File: src/rtl/srsw_pkg.sv
package srsw_pkg;

    localparam int WINDOW    = 4;
    localparam int SLOT_BITS = 2;
    localparam int SEQ_BITS  = 3;
    localparam int AGE_BITS  = 16;
    localparam int OFF_BITS  = 32;

    localparam logic [AGE_BITS-1:0] AGE_LIMIT = {AGE_BITS{1'b1}};

    localparam logic [1:0] OP_TICK    = 2'd0;
    localparam logic [1:0] OP_ACK     = 2'd1;
    localparam logic [1:0] OP_START   = 2'd2;
    localparam logic [1:0] OP_UNKNOWN = 2'd3;

    localparam logic [1:0] REG_TIMEOUT = 2'd0;
    localparam logic [1:0] REG_CHUNK   = 2'd1;
    localparam logic [1:0] REG_FSIZE   = 2'd2;

    typedef struct packed {
        logic [1:0] operation;
        logic [2:0] ack_number;
    } in_item_t;

    typedef struct packed {
        logic        kind;
        logic [2:0]  seq_number;
        logic [30:0] stream_offset;
        logic [9:0]  payload_length;
        logic        is_resend;
        logic        transfer_done;
        logic        last_of_run;
    } out_item_t;

    // one slot's contents, handed between cells on a slide
    typedef struct packed {
        logic                acked;
        logic                sent;
        logic [AGE_BITS-1:0] age;
    } slot_t;

    // commands from the controller to every cell
    typedef struct packed {
        logic                 clear;
        logic                 age;
        logic                 shift;
        logic [SLOT_BITS:0]   shift_by;
        logic                 mark_ack;
        logic [SLOT_BITS-1:0] ack_slot;
        logic                 mark_sent;
        logic [SLOT_BITS-1:0] sent_slot;
    } cell_cmd_t;

    typedef enum logic [1:0] {
        ST_IDLE,
        ST_SCAN,
        ST_STATUS
    } state_t;

endpackage

File: src/rtl/srsw_cell.sv
module srsw_cell
    import srsw_pkg::*;
(
    input  logic                 clk,
    input  logic                 rst_n,
    input  logic [SLOT_BITS-1:0] index,
    input  cell_cmd_t            cmd,
    input  slot_t                from_up [WINDOW],
    output slot_t                slot
);

    slot_t slot_reg;
    slot_t slot_next;
    logic [SLOT_BITS:0] src;

    assign src = {1'b0, index} + cmd.shift_by;

    // update one slot: clear, age, mark, or take a later slot's contents on a slide
    always_comb
    begin
        slot_next = slot_reg;
        if (cmd.clear)
        begin
            slot_next = '0;
        end
        else if (cmd.shift)
        begin
            if (src < (SLOT_BITS+1)'(WINDOW))
                slot_next = from_up[src[SLOT_BITS-1:0]];
            else
                slot_next = '0;
        end
        else
        begin
            if (cmd.age && slot_reg.sent && !slot_reg.acked && slot_reg.age != AGE_LIMIT)
                slot_next.age = slot_reg.age + 1'b1;
            if (cmd.mark_ack && cmd.ack_slot == index)
                slot_next.acked = 1'b1;
            if (cmd.mark_sent && cmd.sent_slot == index)
            begin
                slot_next.sent = 1'b1;
                slot_next.age  = '0;
            end
        end
    end

    always_ff @(posedge clk or negedge rst_n)
    begin
        if (!rst_n)
            slot_reg <= '0;
        else
            slot_reg <= slot_next;
    end

    assign slot = slot_reg;

endmodule

File: src/rtl/selective_repeat_sender_window.sv
// Channel  | Handshake          | Payload
// ---------+--------------------+----------------------------
// input    | start, busy        | in_item (operation, ack_number)
// result   | result_valid       | result (one cycle, no stall)
// config   | cfg_we, cfg_index  | cfg_data (31 bits)
// A tick ages the slots, scans up to 4 of them, then gives a status result;
// ack, start, others and ticks once finished go straight to status. The scan
// walks the slot cells one per cycle through a single offset multiply-add.
// Reset clears the window and loads register defaults. Results cannot be
// stalled; busy is high from acceptance until the status transaction.
module selective_repeat_sender_window
    import srsw_pkg::*;
(
    input  logic        clk,
    input  logic        rst_n,
    input  logic        start,
    output logic        busy,
    input  in_item_t    in_item,
    output logic        result_valid,
    output out_item_t   result,
    input  logic        cfg_we,
    input  logic [1:0]  cfg_index,
    input  logic [30:0] cfg_data
);

    state_t state_reg, state_next;
    logic [15:0] timeout_reg;
    logic [9:0]  chunk_reg;
    logic [30:0] fsize_reg;
    logic [SEQ_BITS-1:0]  base_reg, base_next;
    logic [OFF_BITS-1:0]  woff_reg, woff_next;
    logic end_reg, end_next;
    logic [SLOT_BITS-1:0] wait_reg, wait_next;
    logic fin_reg, fin_next;
    logic [SLOT_BITS-1:0] idx_reg, idx_next;
    logic valid_next;
    out_item_t res_next;
    out_item_t res_reg;
    logic      valid_reg;

    cell_cmd_t cmd;
    slot_t     slots [WINDOW];

    genvar g;
    generate
        for (g = 0; g < WINDOW; g++)
        begin : g_cell
            srsw_cell u_cell (
                .clk     (clk),
                .rst_n   (rst_n),
                .index   (SLOT_BITS'(g)),
                .cmd     (cmd),
                .from_up (slots),
                .slot    (slots[g])
            );
        end
    endgenerate

    // configuration registers
    always_ff @(posedge clk or negedge rst_n)
    begin
        if (!rst_n)
        begin
            timeout_reg <= 16'd50;
            chunk_reg   <= 10'd1008;
            fsize_reg   <= '0;
        end
        else if (cfg_we)
        begin
            case (cfg_index)
                REG_TIMEOUT: timeout_reg <= cfg_data[15:0];
                REG_CHUNK:   chunk_reg   <= cfg_data[9:0];
                REG_FSIZE:   fsize_reg   <= cfg_data;
                default:     ;
            endcase
        end
    end

    // scan arithmetic for the current slot
    slot_t cur;
    logic [33:0] offset;
    logic [33:0] remain;
    logic        need;
    logic [SEQ_BITS:0] ack_span;
    logic [SLOT_BITS:0] lead;
    logic all_ok;

    assign cur      = slots[idx_reg];
    assign offset   = {2'b0, woff_reg} + 34'(12'(chunk_reg) * 12'(idx_reg));
    assign remain   = {3'b0, fsize_reg} - offset;
    assign need     = !cur.sent || (!cur.acked && cur.age > timeout_reg);
    assign ack_span = {1'b0, in_item.ack_number - base_reg};

    // leading acked count and done check after marking the ack
    always_comb
    begin
        logic [WINDOW-1:0] a;
        for (int i = 0; i < WINDOW; i++)
            a[i] = slots[i].acked || (SLOT_BITS'(i) == ack_span[SLOT_BITS-1:0]);
        lead = (SLOT_BITS+1)'(WINDOW);
        for (int i = WINDOW-1; i >= 0; i--)
            if (!a[i])
                lead = (SLOT_BITS+1)'(i);
        all_ok = 1'b1;
        for (int i = 0; i < WINDOW; i++)
            if (SLOT_BITS'(i) < wait_reg && !a[i])
                all_ok = 1'b0;
    end

    // sequence through age, scan and status
    always_comb
    begin
        state_next = state_reg;
        base_next  = base_reg;
        woff_next  = woff_reg;
        end_next   = end_reg;
        wait_next  = wait_reg;
        fin_next   = fin_reg;
        idx_next   = idx_reg;
        cmd        = '0;
        valid_next = 1'b0;
        res_next   = '0;
        case (state_reg)
            ST_IDLE:
            begin
                if (start)
                begin
                    state_next = ST_STATUS;
                    case (in_item.operation)
                        OP_START:
                        begin
                            cmd.clear = 1'b1;
                            base_next = '0;
                            woff_next = '0;
                            end_next  = 1'b0;
                            wait_next = '0;
                            fin_next  = 1'b0;
                        end
                        OP_TICK:
                        begin
                            if (!fin_reg)
                            begin
                                cmd.age    = 1'b1;
                                idx_next   = '0;
                                state_next = ST_SCAN;
                            end
                        end
                        OP_ACK:
                        begin
                            if (!fin_reg && ack_span < (SEQ_BITS+1)'(WINDOW))
                            begin
                                if (end_reg)
                                begin
                                    cmd.mark_ack = 1'b1;
                                    cmd.ack_slot = ack_span[SLOT_BITS-1:0];
                                    if (all_ok)
                                        fin_next = 1'b1;
                                end
                                else if (lead == '0)
                                begin
                                    cmd.mark_ack = 1'b1;
                                    cmd.ack_slot = ack_span[SLOT_BITS-1:0];
                                end
                                else
                                begin
                                    // slide; the acked slot is always among those dropped
                                    cmd.shift    = 1'b1;
                                    cmd.shift_by = lead;
                                    base_next = base_reg + SEQ_BITS'(lead);
                                    woff_next = woff_reg
                                        + OFF_BITS'(13'(chunk_reg) * 13'(lead));
                                end
                            end
                        end
                        default: ;
                    endcase
                end
            end
            ST_SCAN:
            begin
                if (need)
                begin
                    if (offset >= {3'b0, fsize_reg})
                    begin
                        if (!end_reg)
                            wait_next = idx_reg;
                        end_next   = 1'b1;
                        state_next = ST_STATUS;
                    end
                    else
                    begin
                        valid_next              = 1'b1;
                        res_next.seq_number     = base_reg + SEQ_BITS'(idx_reg);
                        res_next.stream_offset  = offset[30:0];
                        res_next.payload_length = (remain < 34'(chunk_reg))
                                                  ? remain[9:0] : chunk_reg;
                        res_next.is_resend      = cur.sent;
                        cmd.mark_sent           = 1'b1;
                        cmd.sent_slot           = idx_reg;
                    end
                end
                if (state_next == ST_SCAN)
                begin
                    if (idx_reg == SLOT_BITS'(WINDOW-1))
                        state_next = ST_STATUS;
                    else
                        idx_next = idx_reg + 1'b1;
                end
            end
            ST_STATUS:
            begin
                valid_next             = 1'b1;
                res_next.kind          = 1'b1;
                res_next.transfer_done = fin_reg;
                res_next.last_of_run   = 1'b1;
                state_next             = ST_IDLE;
            end
            default: state_next = ST_IDLE;
        endcase
    end

    // controller state and window registers
    always_ff @(posedge clk or negedge rst_n)
    begin
        if (!rst_n)
        begin
            state_reg <= ST_IDLE;
            base_reg  <= '0;
            woff_reg  <= '0;
            end_reg   <= 1'b0;
            wait_reg  <= '0;
            fin_reg   <= 1'b0;
            idx_reg   <= '0;
            valid_reg <= 1'b0;
        end
        else
        begin
            state_reg <= state_next;
            base_reg  <= base_next;
            woff_reg  <= woff_next;
            end_reg   <= end_next;
            wait_reg  <= wait_next;
            fin_reg   <= fin_next;
            idx_reg   <= idx_next;
            valid_reg <= valid_next;
        end
    end

    always_ff @(posedge clk)
    begin
        res_reg <= res_next;
    end

    assign busy         = (state_reg != ST_IDLE);
    assign result_valid = valid_reg;
    assign result       = res_reg;

endmodule
File: config.mk
export PLATFORM = sky130hd
export DESIGN_NAME = selective_repeat_sender_window
export DESIGN_NICKNAME = d
export VERILOG_FILES = /design/src/rtl/srsw_pkg.sv /design/src/rtl/srsw_cell.sv /design/src/rtl/selective_repeat_sender_window.sv
export SDC_FILE = /design/constraint.sdc
export NUM_CORES = 1
export LEC_CHECK = 0
export BUFFER_PORTS_ARGS = -buffer_cell sky130_fd_sc_hd__clkbuf_2
export CAP_MARGIN = 20
export CORE_MARGIN = 8
export CORE_UTILIZATION = 60
export DETAILED_ROUTE_END_ITERATION = 6
export PLACE_DENSITY = 0.81
export RECOVER_POWER = 100
export SLEW_MARGIN = 0
export SYNTH_ARGS = -nofsm -noshare
export SYNTH_HDL_FRONTEND = slang
export SYNTH_SLANG_ARGS = --single-unit
export TNS_END_PERCENT = 1
File: constraint.sdc
create_clock -name clk -period 13.1 [get_ports clk]
set_clock_uncertainty 0.15 [all_clocks]
set_input_delay 0.655 -clock clk [delete_from_list [all_inputs] [get_ports clk]]
set_output_delay 0.655 -clock clk [all_outputs]
set_load 0.005 [all_outputs]
[Word level (Yosys, flattened, before mapping)]
Index checks and enable logic that the tools add are counted.
Word-level totals
  output and inout port bits: 50
  word-level logic and storage cells: 283
  register bits: 221
  input port bits: 42
Cells by class
  reduce and logical (&&, ||, !) cells: 73
  multiply operators: 2
  add/sub/neg operators: 14
  bitwise logic cells: 7
  multiplexer cells: 105
  magnitude comparators: 17
  equal/unequal tests: 35
Operators with widths (number)
  $mux 18: 22
  $bmux 18 s2: 5
  $mux 32: 3
  $mux 17: 4
  $add 16x1->16 const B: 4
  $mux 16: 4
  $ne 16x16->1 const B: 4
  $pmux 32 s2: 1
  $mux 2: 18
  $mux 3: 12
  $lt 34x10->1: 1
  $sub 31x33->34: 1
  $add 32x12->33: 1
  $ge 33x31->1: 1
  $add 32x13->32: 1
  $logic_and 1x1->1: 26
  $ne 2x2->1 const B: 12
  $reduce_and 6->1: 4
  $reduce_bool 3->1: 8
  $mux 1: 22
  $mux 9: 2
  $eq 2x2->1 const B: 8
  $gt 16x16->1: 1
  $reduce_bool 4->1: 4
  other kinds (32): 84

[Longest topological paths before layout]
Gate-level depths: netlist of the first run.
  word-level depth: 22
  mapped depth: 31
  gate-level depth less buffers: 26

[Hierarchy]
A second synthesis of the first run with hierarchy kept.
Second synthesis, totals
  cell total of the unflattened synthesis: 2031
  area, all modules: 18660.4 µm²
Modules (own cells, without submodules)
  selective_repeat_sender_window: cells each 1314, seq. area each 3479.6 µm², instances 1, area each 11573.6 µm²
  srsw_cell (g_cell[0].u_cell ...): cells each 180, seq. area each 450.4 µm², instances 3, area each 1764.2 µm²
  srsw_cell (g_cell[1].u_cell): cells each 177, seq. area each 450.4 µm², instances 1, area each 1794.2 µm²

[Worst setup path after synthesis of the first run]
OpenSTA, ideal clock, no wires.
  path type: reg2reg
  from: register idx_reg[0]
  to: register res_reg, in the netlist result[3]
  stages on the path, launching flop included: 30
  setup time: 86 ps
  required time: 12864 ps
  clock period less this slack: 7298 ps
  arrival: 7062 ps
  buffers on the path: 5
  slack: 5802 ps
  cell sequence: dfrtp_1 clkbuf_1 buf_2 buf_1 clkbuf_1 nand2_1 fa_1 inv_1 ha_1 fa_1 a211o_1 o211ai_1 a21oi_1 a21oi_1 nor2_1 o21ai_0 nor3_1 xnor2_1 ha_1 nor2b_1 o21ai_0 o21ai_0 or4_1 or4_1 nor4_1 and4_1 and4b_1 buf_4 a21oi_1 a211oi_1
Between the ends
  cells in the longest elaborated chain, start to end: 9
  elaborated cells on any way between the ends: 17
  classes of those cells: add/sub: 2; mul: 1; order compare: 3; mux: 4; bitwise: 2; reduce/logical: 5
RTL lines
  from (decl): RTL line selective_repeat_sender_window.sv:35  | logic [SLOT_BITS-1:0] idx_reg, idx_next;
  from (signal assigned): RTL line selective_repeat_sender_window.sv:244  | idx_reg <= idx_next;
  parallel branches: the longest is 9 deep, another holds $sub 31x33->34
  to (signal assigned): RTL line selective_repeat_sender_window.sv:251  | res_reg <= res_next;
  to (decl): RTL line selective_repeat_sender_window.sv:38  | out_item_t res_reg;
Parallel ways; which one is timed is not known. The select of a mux whose other input is x is not followed.
A chain may end at the register's enable or synchronous reset.

[Worst setup path in the final report of the first run]
  from: register idx_reg[1]
  to: register g_cell[3].u_cell.slot_reg, in the netlist g_cell[3].u_cell.slot[8]
Between the ends
  cells in the longest elaborated chain, start to end: 14
  elaborated cells on any way between the ends: 21
  classes of those cells: add/sub: 1; mul: 1; order compare: 2; eq/ne: 1; mux: 9; bitwise: 1; reduce/logical: 6
RTL lines
  parallel branches: the longest is 7 deep, another holds $add 32x12->33
  $mux 3 (*): RTL line selective_repeat_sender_window.sv:181  | if (need)
  $mux 3 (*): RTL line selective_repeat_sender_window.sv:123  | case (state_reg)
  $eq 2x2->1: RTL line srsw_cell.sv:39  | if (cmd.mark_sent && cmd.sent_slot == index)
  $logic_and 1x1->1 (*): RTL line srsw_cell.sv:39
  $mux 17: RTL line srsw_cell.sv:39
  $mux 18: RTL line srsw_cell.sv:26  | else if (cmd.shift)
  $mux 18: RTL line srsw_cell.sv:22  | if (cmd.clear)
  to (signal assigned): RTL line srsw_cell.sv:52  | slot_reg <= slot_next;
  to (decl): RTL line srsw_cell.sv:12  | slot_t slot_reg;
Every way passes the cells marked *. The select of a mux whose other input is x is not followed.

==> qor.yml, run 1 <==
grt_max_degree: 78
startpoint_type: "register"
final_cells: 2431
syn-num-nets: 2163
min_path_type: "primary input to register"
synth_ff_type: "dfrtp_1"
drt_iter0_markers: 1882
design_power_total_mw: 2.818
ant_nets: 0
fin_util: 0.6508
reg2reg_depth: 25
grtUsageTotal: 0.3184
hp-start: "cfg_data[27]"
end_kind: "register"
grt_antenna_before_repair: 0
io_buffer_count: 91
dp_hpwl_microns: 40510
grt_pass1_wl_microns: 86610
synth_edf_count: 0
placedCellCount: 2380
outcome: "finished, violations left"
root_buffer: "clkbuf_16"
die-width_microns: 184.8
dp_slack_ns: 5.389
fp.dieArea_sq_um: 34160
cts.clk_slew.worst_paths_ns: 0.06
synth_compound_area_frac: 0.1922
start_util: 0.6023
tritoncts: "done"
timing.final.crit_share: 0.7680
synthTopCellsByCount: "221 x nand2_1, 178 x nor2_1, 164 x dfrtp_1, 140 x a21oi_1, 118 x inv_1"
violations: "capacitance limit, slew limit"
synthSimpleGateAreaFrac: 0.1920
cts_sinks: 220
grt-ovfl-total: 0
placed_cell_area_sq_um: 17750
reg2reg_from: "idx_reg[1]"
setup_viol: 0
wl_microns: 54380
synth_area_sq_um: 17100
numCtsBuffers: 26
rows: 62
power_density_nw_per_um2: 152.5
ys_ff_latch: 220
ys_warn_count: 0
first_global_vias: 15917
drive_above_1_share: 0.1089
peakVddDrop_uv: 119.1
io_pins: 92
cp-startpoint: "idx_reg[1]"
synth_area_per_cell_sq_um: 8.594
finalCriticalPeriod_ns: 10.06
synthAdderAreaFrac: 0.1103
fp.dieH_microns: 184.8
synth_top_area_share: 0.2400
clk_path_buf_depth: 3
drv_slew: 305
postCtsSetupRepairBufs: 0
synthToLayoutAreaGrowth_pct: 8.048
synthXorXnorAreaFrac: 0.03973
drt-wirelength-per-cell_microns: 22.37
holdWs_ns: 0.1968
setup_slack_ns: 3.040
cp.arrival_ns: 10.33
worstPathRequired_ns: 13.37
firstDrtPassIters: 5
tightestPinTransition_ns: 3.262
synth_top_family_by_area: "compound AO/OA/AOI/OAI gates"
netlist-cell-type-count: 92
synthMuxAreaShare: 0.1017
drv_cap: 8
largest_register_ffs: 72
rsz0062_at_grt: "no"
crit_path_max_fanout: 45
finalHoldViolCount: 0
yosysTopAreaCell: "dfrtp_1"
yosysMostFrequentCell: "nand2_1"
place_congestion: 1.024
antenna_cells: 0
finalInstanceArea_sq_um: 18480
synth_seq_area_share: 0.3088
drc: 0
setup_tns_ns: 0
vias: 16178
final.fill_count: 2380
synthArstFlopShare: 0.7864
viasPerCell: 6.655
htreeDepth: 1
synthTopCellsByArea: "dfrtp_1 24%, ha_1 7.2%, dfxtp_1 5.5%, nand2_1 4.9%, mux4_2 4.7%"
path_class: "register to register"
hold_depth: 2
insertion_delay_ns: 0.55
slew_headroom: -1.174
syn_inst: 1990
nets: 2201
fmax_ghz: 0.09940
power.leakage_nw: 7.951
core_sq_um: 28390
## critical path, cell delays in order (launching register included)
cell	delay [ns]
dfrtp_1	0.34
clkbuf_1	1.37
nand2_1	0.20
fa_1	0.59
inv_1	0.04
ha_1	0.23
fa_1	0.44
a211o_1	0.28
o211ai_1	0.19
a21oi_1	0.19
a21oi_1	0.27
nor2_1	0.09
o21ai_0	0.58
nor2_1	0.14
xnor2_1	0.17
ha_1	0.43
nand4_1	0.30
or3_1	0.41
a31oi_1	0.25
o221a_1	0.32
o211ai_1	0.33
buf_4	0.41
nor3_1	1.24
nor2_1	0.53
a22oi_1	0.35
nor2_1	0.08
## repair_timing
| item | 4_1_cts | 5_1_grt |
|---|---|---|
| hold buffers | 1 | 0 |
| hold endpoints to repair | 39 | 0 |
| resized for setup | 0 | 0 |
## layer usage
| metal | global-route usage | up-vias | wire, microns |
|---|---|---|---|
| met1 | 0.3955 | 7783 | 20750 |
| met3 | 0.05002 | 230 | 4625 |
| met2 | 0.5187 | 910 | 25310 |
| li1 | - | 7255 | - |
| met5 | 0 | - | 0 |
| met4 | 0.1927 | 0 | 3699 |
## worst paths after layout
check,end,slack [ns]
worst max-delay path,g_cell[3].u_cell.slot[8],3.04
worst min-delay path,fsize_reg[27],0.20
worst max register to register,g_cell[3].u_cell.slot[8],3.04
worst min register to register,fsize_reg[17],0.37
max in group asynchronous,fsize_reg[10],6.11
min in group asynchronous,fsize_reg[27],1.35
## cells by family (layout without fill, tap and decap cells)
group / after synthesis / count (layout)
multiplexers: 123 / 123
AO/OA/AOI/OAI: 517 / 517
flip-flops: 220 / 220
AND/OR/NAND/NOR: 692 / 692
buffers and inverters: 231 / 288
adder cells (fa/ha/maj): 131 / 131
XOR/XNOR: 76 / 76
## power by group
group | leakage (nW) | switching (mW) | internal (mW)
Combinational | 4.90 | 0.724 | 0.463
Clock | 0.418 | 0.295 | 0.423
Sequential | 2.64 | 0.139 | 0.774
Total | 7.95 | 1.16 | 1.66
## layout make-up
| type | instances | area [sq um] | area share |
|---|---|---|---|
| multi-input combinational | 1539 | 10850 | 0.5869 |
| sequential | 220 | 5283 | 0.2859 |
| clock buffer | 42 | 813.3 | 0.04401 |
| timing repair buffer | 120 | 571.8 | 0.03095 |
| tap | 384 | 480.5 | 0.02600 |
| inverter | 121 | 454.2 | 0.02458 |
| clock inverter | 5 | 30.03 | 0.001625 |
## layout by cell type, fill, tap and decap left out, types with 10 or more instances in the layout
cell	Yosys	layout
dfrtp_1	164	163
o22ai_1	36	36
clkbuf_2	1	50
ha_1	98	98
nand3_1	67	67
buf_4	6	13
mux2_2	45	45
inv_1	118	118
nand3b_1	10	10
clkbuf_1	67	63
or3_1	18	19
o31ai_1	9	10
o211ai_1	23	24
o21ai_0	115	131
a22oi_1	12	12
fa_1	33	33
nor4_1	12	12
nand4_1	22	22
a21oi_1	140	140
mux2i_1	41	41
a211oi_1	15	15
o21ai_1	26	10
and3_1	41	41
clkbuf_16	0	28
a31oi_1	17	17
xnor2_1	37	37
mux4_2	36	36
and2_1	17	15
nand2_1	221	221
nand2b_1	19	19
a21o_1	18	18
dfxtp_1	47	47
nor3_1	35	36
xor2_1	38	38
nor2b_1	12	12
o21a_1	16	16
nor2_1	178	179
Note: power is estimated with default switching activity, not from simulation.
==> inputs of run 2 (changes only) <==
--- a/config.mk
+++ b/config.mk
@@ -5,6 +5,7 @@
 export SDC_FILE = /design/constraint.sdc
 export NUM_CORES = 1
 export LEC_CHECK = 0
+export ABC_AREA = 1
 export BUFFER_PORTS_ARGS = -buffer_cell sky130_fd_sc_hd__clkbuf_2
 export CAP_MARGIN = 20
 export CORE_MARGIN = 8
==> constraint.sdc (replaced) <==
create_clock -name clk -period 9.4 [get_ports clk]
set_clock_uncertainty 0.15 [all_clocks]
set_input_delay 0.47 -clock clk [delete_from_list [all_inputs] [get_ports clk]]
set_output_delay 0.47 -clock clk [all_outputs]
set_load 0.005 [all_outputs]
==> qor.yml, run 2 <==
drc: 0  # unchanged
drive_above_1_share: 0.06000  # -0.04894
grt_max_degree: 137  # +76%
io_buffer_count: 91  # unchanged
start_util: 0.6061  # +0.003819
setup_slack_ns: 1.724  # -1.316 ns
final_common_cell: "nand2_1"
end_kind: "register"
cts.clk_slew.worst_paths_ns: 0.06  # about the same
yosysMostFrequentCell: "nand2_1"
yosysTopAreaCell: "dfrtp_1"
place_congestion: 0.9999  # -2.4%
fp.dieArea_sq_um: 35560  # +4.1%
antenna_cells: 0  # unchanged
outcome: "finished, violations left"
largest_register_ffs: 72  # unchanged
drv_cap: 4  # -4
wl_microns: 58200  # +7.0%
core_sq_um: 29480  # +3.8%
min_path_type: "primary input to register"
grt_pass1_wl_microns: 92510  # +6.8%
crit_top_cell: "nand2_1"
critPathMaxStageDelay_ns: 0.86  # -0.51 ns
setup_tns_ns: 0  # unchanged
drt_iter0_markers: 2026  # +7.7%
path_class: "register to register"
timing.final.crit_share: 0.8166  # +0.04867
slew_headroom: -2.070  # -0.8959
htreeDepth: 1  # unchanged
cts_sinks: 220  # unchanged
ys_warn_count: 0  # unchanged
netlist-cell-type-count: 62  # -33%
first_global_vias: 17644  # +11%
dp_hpwl_microns: 43230  # +6.7%
drt-wirelength-per-cell_microns: 18.84  # -16%
fmax_ghz: 0.1303  # +31%
crit_slowest_cell: "dfrtp_1"
synthToLayoutAreaGrowth_pct: 7.905
synth_ff_type: "dfrtp_1"
root_buffer: "clkbuf_16"
startpoint_type: "register"
syn_inst: 2629  # +32%
synth_area_per_cell_sq_um: 6.797  # -21%
finalInstanceArea_sq_um: 19280  # +4.4%
viasPerCell: 5.888  # -12%
holdWs_ns: 0.01956  # -0.1773 ns
synthArstFlopShare: 0.7864  # unchanged
die-width_microns: 188.6  # +2.0%
io_pins: 92  # unchanged
dp_slack_ns: 2.400  # -2.989 ns
grt-ovfl-total: 0  # unchanged
worstPathRequired_ns: 9.64  # -3.73 ns
rsz0062_at_grt: "no"
nets: 2852  # +30%
finalCriticalPeriod_ns: 7.676  # -2.384 ns
drv_slew: 209  # -31%
rows: 63  # +1.6%
grt_antenna_before_repair: 0  # unchanged
tritoncts: "done"
synth_area_sq_um: 17870  # +4.5%
vias: 18193  # +12%
violations: "capacitance limit, slew limit"
ys_ff_latch: 220  # unchanged
finalHoldViolCount: 0  # unchanged
cp.arrival_ns: 7.92  # -2.41 ns
fp.dieH_microns: 188.6  # +2.0%
synth_top_area_share: 0.2297  # -0.01032
clk_path_buf_depth: 3  # unchanged
grtUsageTotal: 0.3189  # +0.0004677
crit_path_max_fanout: 19  # -58%
ant_nets: 0  # unchanged
tightestPinTransition_ns: 4.605  # +1.344 ns
firstDrtPassIters: 6  # +1
design_power_total_mw: 4.860  # +72%
synth_edf_count: 0  # unchanged
placed_cell_area_sq_um: 18510  # +4.3%
numCtsBuffers: 27  # +3.8%
synthTopCellsByArea: "dfrtp_1 23%, nand2_1 17%, inv_1 7.8%, o21ai_0 6.9%, ha_1 6.9%"
syn-num-nets: 2802  # +30%
synth_seq_area_share: 0.2955  # -0.01328
postCtsSetupRepairBufs: 0  # unchanged
setup_viol: 0  # unchanged
power_density_nw_per_um2: 252.1  # +65%
power.leakage_nw: 9.668  # +22%
layout_common_cells: "791 x nand2_1, 375 x inv_1, 261 x o21ai_0, 195 x nor2_1, 164 x dfrtp_1"
synthTopCellsByCount: "786 x nand2_1, 371 x inv_1, 245 x o21ai_0, 194 x nor2_1, 164 x dfrtp_1"
peakVddDrop_uv: 201.4  # +69%
insertion_delay_ns: 0.56  # about the same
cts_resized: 0  # unchanged
==> run 2: area by class of cell <==
class / count / area (sq um)
Clock buffer: 39 / 812.0
Multi-Input combinational cell: 1934 / 10580
Clock inverter: 11 / 97.59
Tap cell: 390 / 488.0
Sequential cell: 220 / 5281
Inverter: 389 / 1469
Timing Repair Buffer: 107 / 559.3
Fill cell: 2703 / 10200
==> run 2: metal layers <==
metal | wire, microns | share of wire | GRT usage
met1 | 23010 | 0.40 | 0.4058
met2 | 26310 | 0.45 | 0.5219
met3 | 5990 | 0.10 | 0.06211
met4 | 2888 | 0.050 | 0.1377
met5 | 0 | 0 | 0
==> run 2: cells by family after synthesis <==
| group | synth area share |
|---|---|
| simple gates | 0.2879 |
| buf+inv | 0.1038 |
| compound gates | 0.1467 |
| flops | 0.2955 |
| fa+ha+maj | 0.1056 |
| xor+xnor | 0.05041 |
| mux | 0.01001 |
==> run 2: critical path, delay by kind of cell (launching register included) <==
family | cells | cell delay, ns
flops | 1 | 0.86
buf+inv | 3 | 0.71
simple gates | 19 | 3.15
compound gates | 5 | 0.87
xor+xnor | 1 | 0.26
fa+ha+maj | 4 | 1.48
==> run 2: report_power, final <==
group	total (mW)	internal [mW]	switching (mW)
clock	1.07	0.629	0.441
sequential	1.28	1.10	0.174
combinational	2.51	0.817	1.70
==> run 2: metrics by stage <==
| step | std cells | utilization |
|---|---|---|
| after global placement | 3033 | 0.6280 |
| after floorplan | 2629 | - |
| final | 3090 | 0.6541 |
| after global routing | 3090 | 0.6541 |
| after detailed placement | 3033 | 0.6280 |
| after CTS | 3087 | 0.6602 |
==> run 2: worst paths after layout <==
path / startpoint / depth (start not counted) / slack, ns / endpoint
worst max-delay path: idx_reg[1] / 32 / 1.72 / g_cell[1].u_cell.slot[9]
worst min-delay path: cfg_data[27] / 2 / 0.02 / fsize_reg[27]
worst max register to register: idx_reg[1] / 32 / 1.72 / g_cell[1].u_cell.slot[9]
worst min register to register: wait_reg[0] / 2 / 0.33 / wait_reg[0]
max in group asynchronous: rst_n / 4 / 2.27 / woff_reg[13]
min in group asynchronous: rst_n / 2 / 1.98 / woff_reg[0]
==> run 2: repair_timing <==
action	CTS	global route
setup endpoints to repair	0	0
hold buffers	4	0
hold endpoints to repair	72	0
==> inputs of run 3 (changes only) <==
--- a/config.mk
+++ b/config.mk
@@ -5,11 +5,11 @@
 export SDC_FILE = /design/constraint.sdc
 export NUM_CORES = 1
 export LEC_CHECK = 0
-export ABC_AREA = 1
+export ABC_AREA = 0
 export BUFFER_PORTS_ARGS = -buffer_cell sky130_fd_sc_hd__clkbuf_2
 export CAP_MARGIN = 20
 export CORE_MARGIN = 8
-export CORE_UTILIZATION = 60
+export CORE_UTILIZATION = 57
 export DETAILED_ROUTE_END_ITERATION = 6
 export PLACE_DENSITY = 0.81
 export RECOVER_POWER = 100
==> constraint.sdc (replaced) <==
create_clock -name clk -period 6.9 [get_ports clk]
set_clock_uncertainty 0.15 [all_clocks]
set_input_delay 0.345 -clock clk [delete_from_list [all_inputs] [get_ports clk]]
set_output_delay 0.345 -clock clk [all_outputs]
set_load 0.005 [all_outputs]
==> qor.yml, run 3 (synthesis results as in run 1) <==
outcome: "finished, violations left"
violations: "capacitance limit, slew limit"
insertion_delay_ns: 0.55  # about the same
rows: 63  # unchanged
finalCriticalPeriod_ns: 6.835  # -0.8416 ns
tritoncts: "done"
timing.final.crit_share: 0.9905  # +0.1739
dp_slack_ns: -0.1168  # -2.517 ns
ant_nets: 0  # unchanged
viasPerCell: 6.685  # +14%
holdWs_ns: 0.01327  # -0.006285 ns
grt_max_degree: 74  # -46%
wl_met2_microns: 26520  # +0.79%
fmax_ghz: 0.1463  # +12%
root_buffer: "clkbuf_16"
end_kind: "register"
power.leakage_nw: 8.409  # -13%
nets: 2272  # -20%
drv_cap: 3  # -1
place_congestion: 1.017  # +1.8%
design_power_total_mw: 5.844  # +20%
grt_antenna_before_repair: 1  # +1
clk_path_buf_depth: 3  # unchanged
cp-startpoint: "chunk_reg[5]"
tightestPinTransition_ns: 4.674  # +0.06905 ns
fp.dieH_microns: 189.2  # +0.34%
min_path_type: "primary input to register"
slew_headroom: -2.116  # -0.04603
r2r_setup_slack_ns: 0.07  # -1.66 ns
synthToLayoutAreaGrowth_pct: 13.66
wl_microns: 57130  # -1.9%
grtUsageTotal: 0.3103  # -0.008644
drive_above_1_share: 0.1373  # +0.07733
htreeDepth: 1  # unchanged
io_pins: 92  # unchanged
finalHoldViolCount: 0  # unchanged
setup_slack_ns: 0.06541  # -1.658 ns
peakVddDrop_uv: 200.5  # -0.45%
drt_iter0_markers: 1769  # -13%
crit_path_max_fanout: 9  # -10
largest_register_ffs: 72  # unchanged
start_util: 0.5785  # -0.02761
first_global_vias: 16285  # -7.7%
top_layer: "met4"
vias: 16780  # -7.8%
path_class: "register to register"
drc: 0  # unchanged
reg2reg_depth: 24  # -25%
power_density_nw_per_um2: 300.7  # +19%
numCtsBuffers: 27  # unchanged
startpoint_type: "register"
core_sq_um: 29560  # +0.27%
fp.dieArea_sq_um: 35800  # +0.67%
layout_common_cells: "220 x nand2_1, 177 x nor2_1, 162 x dfrtp_1, 137 x a21oi_1, 118 x inv_1"
grt_pass1_wl_microns: 89480  # -3.3%
worstPathRequired_ns: 7.15  # -2.49 ns
drt-wirelength-per-cell_microns: 22.76  # +21%
wirelength_met1_microns: 21730  # -5.6%
dr_wl_met3_microns: 5492  # -8.3%
drv_slew: 167  # -20%
cp-endpoint: "result[5]"
setup_viol: 0  # unchanged
io_buffer_count: 91  # unchanged
die-width_microns: 189.2  # +0.34%
firstDrtPassIters: 6  # unchanged
final_common_cell: "nand2_1"
r2r_end: "result[5]"
cts_sinks: 220  # unchanged
reg2reg_from: "chunk_reg[5]"
dp_hpwl_microns: 41530  # -3.9%
cts.clk_slew.worst_paths_ns: 0.07  # about the same
grt-ovfl-total: 0  # unchanged
cp.arrival_ns: 7.09  # -0.83 ns
[run 3: cell types whose count changed in the layout (fill, tap and decap cells not counted), sizes merged, moves of 27 or more]
cell | previous run | this run
mux2i | 1 | 41
mux2 | 15 | 46
xor2 | 76 | 38
nand3 | 103 | 67
mux4 | 0 | 36
and3 | 0 | 41
inv | 385 | 120
buf | 8 | 59
o21ai | 270 | 141
dlygate4sd3 | 4 | 31
nand2 | 800 | 222
nand4 | 53 | 22
a21oi | 108 | 141
[run 3: layer usage]
| layer | up-vias | track usage |
|---|---|---|
| met1 | 8063 | 0.3964 |
| li1 | 7403 | - |
| met4 | 0 | 0.1627 |
| met5 | - | 0 |
| met3 | 258 | 0.05114 |
| met2 | 1056 | 0.5011 |
[run 3: timing repair]
item / CTS / global route
resized for setup: 2 / 16
pin swaps: 0 / 1
cloned: 0 / 1
endpoints found under the hold margin: 121 / 0
buffers inserted: 1 / 3
endpoints found under the setup margin: 15 / 80
hold buffers: 31 / 0
[run 3: worst min-delay path by stage]
stage	start	to	slack (ns)	cells past startpoint
after floorplan	rst_n	base_reg[0]	-0.10	0
after global placement	rst_n	fsize_reg[28]	0.29	1
after detailed placement	rst_n	fsize_reg[28]	0.30	1
after CTS	cfg_data[0]	chunk_reg[0]	0.008	2
after global routing	cfg_data[0]	chunk_reg[0]	0.01	2
final	cfg_data[0]	chunk_reg[0]	0.01	2
[run 3: through the flow]
step,setup TNS [ns],util,area [sq um],std cells
3_3_place_gp,-1.357,0.6102,18040,2423
2_1_floorplan,0,-,17110,1990
5_1_grt,-0.1263,0.6576,19440,2510
4_1_cts,0,0.6575,19440,2504
3_5_place_dp,-0.7716,0.6102,18040,2423
6_report,0,0.6576,19440,2510
[run 3: cell type report]
class | instances | area (sq um)
multi-input cells | 1540 | 10960
fillers | 2452 | 10120
flip-flops and latches | 220 | 5284
repair buffers | 189 | 1180
clock buffers | 34 | 785.8
well taps | 390 | 488.0
inverters | 121 | 454.2
clock inverters | 15 | 286.5
diodes | 1 | 2.502
[run 3: where the power goes]
part	switching, mW	internal (mW)
Combinational	1.46	0.964
Clock	0.603	1.10
Sequential	0.240	1.47
[run 3: worst max-delay path, stage by stage (launching register included)]
cell	delay [ns]
dfstp_2	0.61
nand2_1	0.09
fa_1	0.50
inv_1	0.04
ha_1	0.35
o21ai_0	0.43
a21oi_1	0.15
o21a_1	0.18
nand2_1	0.09
nand2_1	0.05
a21oi_1	0.34
nand3b_1	0.26
nor2_1	0.09
xnor2_1	0.31
ha_1	0.35
buf_4	0.18
a21o_1	0.21
nor3_1	0.22
o21ai_1	0.15
a311o_1	0.43
mux2_2	0.28
nor3_1	0.31
o211ai_1	0.45
o21ai_0	0.36
a21oi_1	0.12
